===== src/sv/mmfca_pkg.sv =====
// ============================================================================
// mmfca_pkg
// Types, check type codes and per-byte update functions for the multi-mode
// frame check accumulator.
// ============================================================================
`default_nettype none

package mmfca_pkg;

    // Command codes.
    localparam logic CMD_START = 1'b0;
    localparam logic CMD_ADD   = 1'b1;

    // Check type codes.
    localparam logic [2:0] CT_NONE       = 3'd0;
    localparam logic [2:0] CT_RETRANSMIT = 3'd1;
    localparam logic [2:0] CT_SUM8       = 3'd2;
    localparam logic [2:0] CT_CRC8       = 3'd3;
    localparam logic [2:0] CT_CRC16      = 3'd4;
    localparam logic [2:0] CT_CRC32      = 3'd5;
    localparam logic [2:0] CT_FEC        = 3'd6;
    localparam logic [2:0] CT_USER       = 3'd7;

    localparam logic [7:0]  CRC8_TAP   = 8'h18;
    localparam logic [15:0] CRC16_POLY = 16'h1021;
    localparam logic [31:0] CRC32_POLY = 32'hEDB8_8320;
    localparam logic [31:0] CRC32_INIT = 32'hFFFF_FFFF;

    typedef struct packed {
        logic       command;
        logic [2:0] check_type;
        logic [7:0] data_byte;
    } item_t;

    typedef struct packed {
        logic [31:0] check_value;
        logic        type_supported;
    } result_t;

    function automatic logic type_is_supported(input logic [2:0] t);
        return (t == CT_NONE) || (t == CT_SUM8) || (t == CT_CRC8) ||
               (t == CT_CRC16) || (t == CT_CRC32);
    endfunction

    // Reflected Dallas/Maxim CRC-8, one byte, LSB first.
    function automatic logic [7:0] crc8_byte(input logic [7:0] crc_in,
                                             input logic [7:0] v_in);
        logic [7:0] crc;
        logic [7:0] v;
        logic       fb;
        crc = crc_in;
        v   = v_in;
        for (int k = 0; k < 8; k++) begin
            fb = crc[0] ^ v[0];
            if (fb) begin
                crc = crc ^ CRC8_TAP;
            end
            crc = {fb, crc[7:1]};
            v   = {1'b0, v[7:1]};
        end
        return crc;
    endfunction

    // CRC-16, polynomial 0x1021, MSB first.
    function automatic logic [15:0] crc16_byte(input logic [15:0] crc_in,
                                               input logic [7:0]  v);
        logic [15:0] crc;
        crc = crc_in ^ {v, 8'h00};
        for (int k = 0; k < 8; k++) begin
            if (crc[15]) begin
                crc = {crc[14:0], 1'b0} ^ CRC16_POLY;
            end else begin
                crc = {crc[14:0], 1'b0};
            end
        end
        return crc;
    endfunction

    // Reflected CRC-32, one byte, LSB first.
    function automatic logic [31:0] crc32_byte(input logic [31:0] crc_in,
                                               input logic [7:0]  v);
        logic [31:0] crc;
        crc = crc_in ^ {24'h000000, v};
        for (int k = 0; k < 8; k++) begin
            if (crc[0]) begin
                crc = {1'b0, crc[31:1]} ^ CRC32_POLY;
            end else begin
                crc = {1'b0, crc[31:1]};
            end
        end
        return crc;
    endfunction

endpackage

`default_nettype wire


===== src/sv/multi_mode_frame_check_accumulator_unit.sv =====
// ============================================================================
// multi_mode_frame_check_accumulator_unit
// Per-packet checksum / CRC accumulator with selectable check type.
// ============================================================================
// Usage:
// Items arrive on the item channel (item_valid, item_ready, item). Each item
// is either a start, which initializes the shared accumulator for the type
// it carries, or a data byte, which is folded into the accumulator with the
// algorithm of its type. Every item yields exactly one result on the result
// channel (result_valid, result_ready, result): the check value after that
// item and a flag telling whether the type is supported.
// An accepted item is held in the input register; when it moves on, the
// update logic writes the accumulator and the result register together.
// Throughput is one item per cycle while result_ready stays high; the
// byte-wide CRC update is unrolled, so the accumulator feedback is
// combinational.
// When the receiver stalls, the result register holds its item and the
// input register can still take one more item; after that item_ready drops
// until result_ready returns. Reset clears the accumulator to zero and
// empties both registers.
// ============================================================================
`default_nettype none

module multi_mode_frame_check_accumulator_unit
    import mmfca_pkg::*;
(
    input  wire logic    clk,
    input  wire logic    rst_n,
    input  wire logic    item_valid,
    output logic         item_ready,
    input  wire item_t   item,
    output logic         result_valid,
    input  wire logic    result_ready,
    output result_t      result
);

    // Input register stage.
    logic        stage_valid_reg;
    item_t       stage_reg;

    // Running accumulator and result register.
    logic [31:0] acc_reg;
    logic [31:0] acc_next;
    logic        out_valid_reg;
    result_t     out_reg;
    result_t     out_next;

    logic        advance;
    logic        supported;

    // The staged item moves on when the result register is empty or is
    // being emptied in this cycle.
    assign advance    = stage_valid_reg && (!out_valid_reg || result_ready);
    assign item_ready = !stage_valid_reg || advance;

    assign supported  = type_is_supported(stage_reg.check_type);

    // Accumulator update for the staged item.
    always_comb
    begin
        acc_next = acc_reg;
        if (stage_reg.command == CMD_START) begin
            if (stage_reg.check_type == CT_CRC32) begin
                acc_next = CRC32_INIT;
            end else if (supported) begin
                acc_next = '0;
            end
        end else begin
            case (stage_reg.check_type)
                CT_SUM8:
                begin
                    acc_next[7:0] = acc_reg[7:0] + stage_reg.data_byte;
                end
                CT_CRC8:
                begin
                    acc_next[7:0] = crc8_byte(acc_reg[7:0], stage_reg.data_byte);
                end
                CT_CRC16:
                begin
                    acc_next[15:0] = crc16_byte(acc_reg[15:0], stage_reg.data_byte);
                end
                CT_CRC32:
                begin
                    acc_next = crc32_byte(acc_reg, stage_reg.data_byte);
                end
                default:
                begin
                    // None and unsupported types leave the accumulator alone.
                    acc_next = acc_reg;
                end
            endcase
        end
    end

    // Reported value, taken from the updated accumulator.
    always_comb
    begin
        out_next.type_supported = supported;
        case (stage_reg.check_type)
            CT_SUM8, CT_CRC8:
            begin
                out_next.check_value = {24'h000000, acc_next[7:0]};
            end
            CT_CRC16:
            begin
                out_next.check_value = {16'h0000, acc_next[15:0]};
            end
            CT_CRC32:
            begin
                out_next.check_value = ~acc_next;
            end
            default:
            begin
                out_next.check_value = '0;
            end
        endcase
    end

    always_ff @(posedge clk or negedge rst_n)
    begin
        if (!rst_n) begin
            stage_valid_reg <= 1'b0;
            out_valid_reg   <= 1'b0;
            acc_reg         <= '0;
        end else begin
            if (item_ready) begin
                stage_valid_reg <= item_valid;
            end
            if (advance) begin
                out_valid_reg <= 1'b1;
                acc_reg       <= acc_next;
            end else if (result_ready) begin
                out_valid_reg <= 1'b0;
            end
        end
    end

    always_ff @(posedge clk)
    begin
        if (item_ready && item_valid) begin
            stage_reg <= item;
        end
        if (advance) begin
            out_reg <= out_next;
        end
    end

    assign result_valid = out_valid_reg;
    assign result       = out_reg;

    // Assertions.
    a_unsupported_zero: assert property (@(posedge clk) disable iff (!rst_n)
        (out_valid_reg && !out_reg.type_supported) |-> (out_reg.check_value == '0))
        else $error("unsupported type reported a nonzero check value");

    a_unsupported_keeps_acc: assert property (@(posedge clk) disable iff (!rst_n)
        (advance && !supported) |=> $stable(acc_reg))
        else $error("unsupported type changed the accumulator");

    a_crc32_start: assert property (@(posedge clk) disable iff (!rst_n)
        (advance && stage_reg.command == CMD_START && stage_reg.check_type == CT_CRC32)
        |=> (acc_reg == CRC32_INIT))
        else $error("crc32 start did not preset the accumulator");

    a_empty_stage_ready: assert property (@(posedge clk) disable iff (!rst_n)
        !stage_valid_reg |-> item_ready)
        else $error("empty input stage refused an item");

    a_no_overwrite: assert property (@(posedge clk) disable iff (!rst_n)
        (out_valid_reg && !result_ready) |-> !advance)
        else $error("stalled result was overwritten");

endmodule

`default_nettype wire

===== config.mk =====
export PLATFORM = sky130hd
export DESIGN_NAME = multi_mode_frame_check_accumulator_unit
export DESIGN_NICKNAME = d
export VERILOG_FILES = /design/src/sv/mmfca_pkg.sv /design/src/sv/multi_mode_frame_check_accumulator_unit.sv
export SDC_FILE = /design/constraint.sdc
export NUM_CORES = 1
export LEC_CHECK = 0
export ABC_CLOCK_PERIOD_IN_PS = 5650
export BUFFER_PORTS_ARGS = -buffer_cell sky130_fd_sc_hd__buf_4
export CORE_MARGIN = 3
export CORE_UTILIZATION = 25
export DETAILED_ROUTE_END_ITERATION = 10
export PLACE_DENSITY_LB_ADDON = 0.2
export SYNTH_ARGS = -nofsm -noshare
export SYNTH_HDL_FRONTEND = slang
export SYNTH_SLANG_ARGS = --single-unit
export TNS_END_PERCENT = 5

===== constraint.sdc =====
create_clock -name clk -period 5.65 [get_ports clk]
set_input_delay 0.565 -clock clk [delete_from_list [all_inputs] [get_ports clk]]
set_output_delay 0.565 -clock clk [all_outputs]
set_load 0.03 [all_outputs]

### Word-level counts from Yosys, hierarchy flattened

Cells that the tools add are included.

| storage, ports and cells | value |
|---|---|
| memory bits (read-only) | 0 |
| register bits | 79 |
| memories | 0 |
| output and inout port bits | 35 |
| latch bits | 0 |
| bits in writable memories | 0 |

| operators by class | value |
|---|---|
| magnitude comparators | 0 |
| mux-type cells | 75 |
| reduce and logical (&&, ||, !) cells | 13 |
| add/subtract/negate cells | 1 |
| div/mod/pow operators | 0 |
| shift-type cells | 0 |
| multiply operators | 0 |
| equality and inequality tests | 4 |
| bitwise operators | 35 |

Operator list:

| kind | number |
|---|---|
| two-way mux 32 bit | 25 |
| two-way mux 16 bit | 15 |
| two-way mux 8 bit | 14 |
| NOT 13 -> 14 bit | 8 |
| two-way mux 13 bit | 8 |
| case mux 32 bit (3 select lines) | 1 |
| two-way mux 5 bit | 8 |
| NOT 32 bit | 1 |
| case mux 8 bit (4 select lines) | 1 |
| bitwise XOR 32 x 8 -> 32 bit | 1 |
| NOT 3 bit | 8 |
| NOT 2 bit | 8 |
| case mux 8 bit (2 select lines) | 1 |
| bitwise XOR 16 bit | 1 |
| adder 8 bit | 1 |
| bitwise XOR 1 bit | 8 |
| == test 3 x 2 -> 1 bit, second input constant | 2 |
| == test 3 bit, second input constant | 2 |
| logical OR 1 bit | 6 |
| logical NOT 3 bit | 1 |
| logical AND 1 bit | 2 |
| logical NOT 1 bit | 2 |
| two-way mux 1 bit | 2 |
| nonzero test 2 bit | 1 |
| OR reduction 2 bit | 1 |

### Depth between registers and ports, before layout

| logic depth | value |
|---|---|
| word-level depth | 35 |
| depth in mapped cells | 9 |

### Worst setup path before layout

No wires, ideal clock.

| timing | value |
|---|---|
| path type | input-to-reg |
| start | input result_ready |
| end | register acc_reg[30] |
| arrival | 2.590 ns |
| slack | 2.941 ns |
| cell stages on the path | 7 |
| path through | nand2b_1 > nand2_1 > inv_1 > clkbuf_1 > clkbuf_1 > o21ai_0 > o21a_1 |

| between the ends | value |
|---|---|
| longest elaborated chain between the ends | 2 |

RTL lines:

| what | line | text |
|---|---|---|
| start, declared | multi_mode_frame_check_accumulator_unit.sv:33 | `input wire logic result_ready,` |
| logical OR 1 bit | multi_mode_frame_check_accumulator_unit.sv:53 | `assign advance = stage_valid_reg && (!out_valid_reg \|\| result_ready);` |
| logical AND 1 bit | multi_mode_frame_check_accumulator_unit.sv:53 |  |
| via advance | multi_mode_frame_check_accumulator_unit.sv:48 | `logic advance;` |
| end signal, assigned | multi_mode_frame_check_accumulator_unit.sv:131 | `acc_reg <= acc_next;` |
| end, declared | multi_mode_frame_check_accumulator_unit.sv:42 | `logic [31:0] acc_reg;` |

The timed path passes the listed nets, and every way through them passes these cells.
A chain may end at the register's enable or synchronous reset.

==> impl_metrics.ini <==
[timing]
grt_setup_unrepaired = no
max_slew_margin = 0.2760
finalCritPeriodShare = 0.6244
setup-tns-final_ns = 0
worstMarginPinSlew_ns = 1.082
setup_viol = 0
hold_violations = 0
postLayoutSetupSlackWorst_ns = 2.122
slew_violations = 0
max_freq_mhz = 283.5
finClkSkew_ns = 0.009388
fin_crit_ns = 3.528

[power_and_ir_drop]
power.leakage_nw = 2.217
p_comb_frac = 0.553
p_sw_mw = 1.382
p_int_mw = 1.768
power_density_nw_per_um2 = 538.3
pwr-share-seq = 0.267
ir_drop_mv = 0.2357
total_power_mw = 3.150
netSwitchingFraction = 0.4388
p_clk_frac = 0.180

[placed_design]
dpl.hpwl_um = 11820
dp_slack_ns = 2.215
portBuffers = 50
gp_congestion = 0.9315
dpl_cell_area_um2 = 5570

[global_route]
grtUsageTotal = 0.1492
grt_overflow = 0
grt_pass1_vias = 3924
antenna_found_initial = 0
grt_max_degree = 40
grt_pass1_wl_um = 24540

[layout]
drive_gt1_frac = 0.1381
final_core_util = 0.3058
area_growth_syn_to_layout_pct = 17.66
n_antenna_cell = 0
final_area_um2 = 5853
nets = 562
largest_reg_flops = 33

[critical_path]
timing.rr.end = result[3]
endpoint_kind = flip-flop
critPathKind = flip-flop to flip-flop
worstSetupStartpointType = flip-flop
worst_ep_required_time_ns = 5.79
ff2ff_path_depth = 7
r2r_slack_ns = 2.12
crit_fanout = 9
arrival_ns = 3.67
rr_startpoint = acc_reg[0]

[floorplanning]
core_um2 = 19140
fp.dieArea_um2 = 21630
row_count = 50
die_w_um = 147.1
start_util = 0.2599
ioPinCount = 51
dieHeight_um = 147.1

[logic_synthesis]
synthCells = 503
yosysUniqueCellTypes = 55
synth_edf_count = 45
synth_compound_area_frac = 0.1718
synth-async-reset-ratio = 0.4304
ys_ff_latch = 79
ys.flop_type = edfxtp_1
synth_xor_area_frac = 0.2062
avgSynthCellArea_um2 = 9.890
synth_top_family_by_area = XOR/XNOR gates
yosysSeqAreaShare = 0.4427
synth_mux_area_frac = 0.008048
yosysWarningCount = 0
yosys.area_share.simple = 0.1195
synth_fa_ha_area_frac = 0.02163
syn_area_um2 = 4975
synth_nets = 527

[routing]
first_pass_iters = 5
drtIter0Drc = 379
wl_per_cell_um = 19.75
wl_um = 15860
dr_total_vias = 3890
drc = 0
vias_per_cell = 4.844
ant_nets = 0

[cts]
clock_latency_ns = 0.35
cts_resized = 0
clkTransAtPathRegs_ns = 0.07
cts_buffer_depth = 2
h-tree-depth = 3
cts_buffers = 9
cts-root-buf = clkbuf_16
cts_setup_buffers = 0
ctsHoldBuffers = 0
clock_sinks = 79
cts_tree = yes

[hold_path]
hp-class = input pin to asynchronous set/reset pin

[run_status]
status = finished clean

[flow_run]
max-cap-violations = 0
## routing by layer
metal | routed length (um) | GRT usage | share of wire
met1 | 7745 | 0.2163 | 0.49
met2 | 6966 | 0.2217 | 0.44
met3 | 854 | 0.02961 | 0.054
met4 | 291 | 0.05172 | 0.018
met5 | 0 | 0 | 0
## critical path: stages (launching register included)
cell and delay, ns:
dfrtp_1 0.48, ha_1 0.63, xnor2_4 0.53, xnor3_2 0.58, xor2_1 0.20, nor2_1 0.09, a2111oi_4 0.43, mux2i_1 0.37
## per-stage QoR
stage / hold slack, ns / std cells
finish: 0.1892 / 803
global route: 0.2153 / 803
CTS: 0.1992 / 803
detailed placement: 0.5085 / 787
global placement: 0.5039 / 787
floorplan: 0.2694 / 503
## synthesized netlist by cell type (7+ instances only)
cell type  instances  area (um^2)
a211oi_1           7        52.55
nor2_1            49        183.9
a21oi_1           33        165.2
o21a_1            10        75.07
ha_1               7        87.58
clkbuf_1          19        71.32
o21ai_0           45        225.2
nand2b_1           8        50.05
edfxtp_1          45         1351
dfrtp_1           34        850.8
nand2_1           46        172.7
xnor2_1           73        639.4
xor2_1            30        262.8
## power by group through the flow
| stage | combinational [mW] | sequential (mW) | clock, mW |
|---|---|---|---|
| global route | 1.88 | 0.855 | 0.601 |
| finish | 1.74 | 0.842 | 0.566 |
| global placement | 1.76 | 0.854 | 0 |
| detailed placement | 1.73 | 0.853 | 0 |
| CTS | 1.74 | 0.842 | 0.577 |
| floorplan | 1.26 | 0.866 | 0 |
## worst max path at each step
stage                  start           to  slack (ns)  cells past startpoint
3_5_place_dp      acc_reg[0]    result[3]        2.21                      7
6_report          acc_reg[0]    result[3]        2.12                      7
2_1_floorplan   result_ready  acc_reg[30]        2.94                      7
5_1_grt        stage_reg[10]  acc_reg[19]        1.80                      6
3_3_place_gp      acc_reg[0]    result[3]        2.16                      7
4_1_cts           acc_reg[0]    result[3]        2.17                      7
## logic make-up after synthesis
kind of cell             after synthesis
XOR/XNOR                             108
flip-flops                            79
multiplexers                           4
buffers and inverters                 35
AO/OA/AOI/OAI                        136
AND/OR/NAND/NOR                      133
adder cells (fa/ha/maj)                8
## cells in the final DEF (no fill, tap or decap), drive strengths merged, types with 8 or more instances in the layout
master and instances:
xnor2 75, buf 53, a21oi 33, nand2 46
edfxtp 45, nor2 49, clkbuf 11, nand2b 8
dfrtp 34, xor2 30, o21ai 46, o21a 10
## area by class of cell
type                       instances  area [um^2]
multi-input combinational        389         2623
sequential                        79         2202
tap                              260        325.3
clock inverter                     5        40.04
timing repair buffer              53        397.9
inverter                           6        22.52
clock buffer                      11        242.7
fill                            2024        13290
Power figures use the tool's default switching activity.
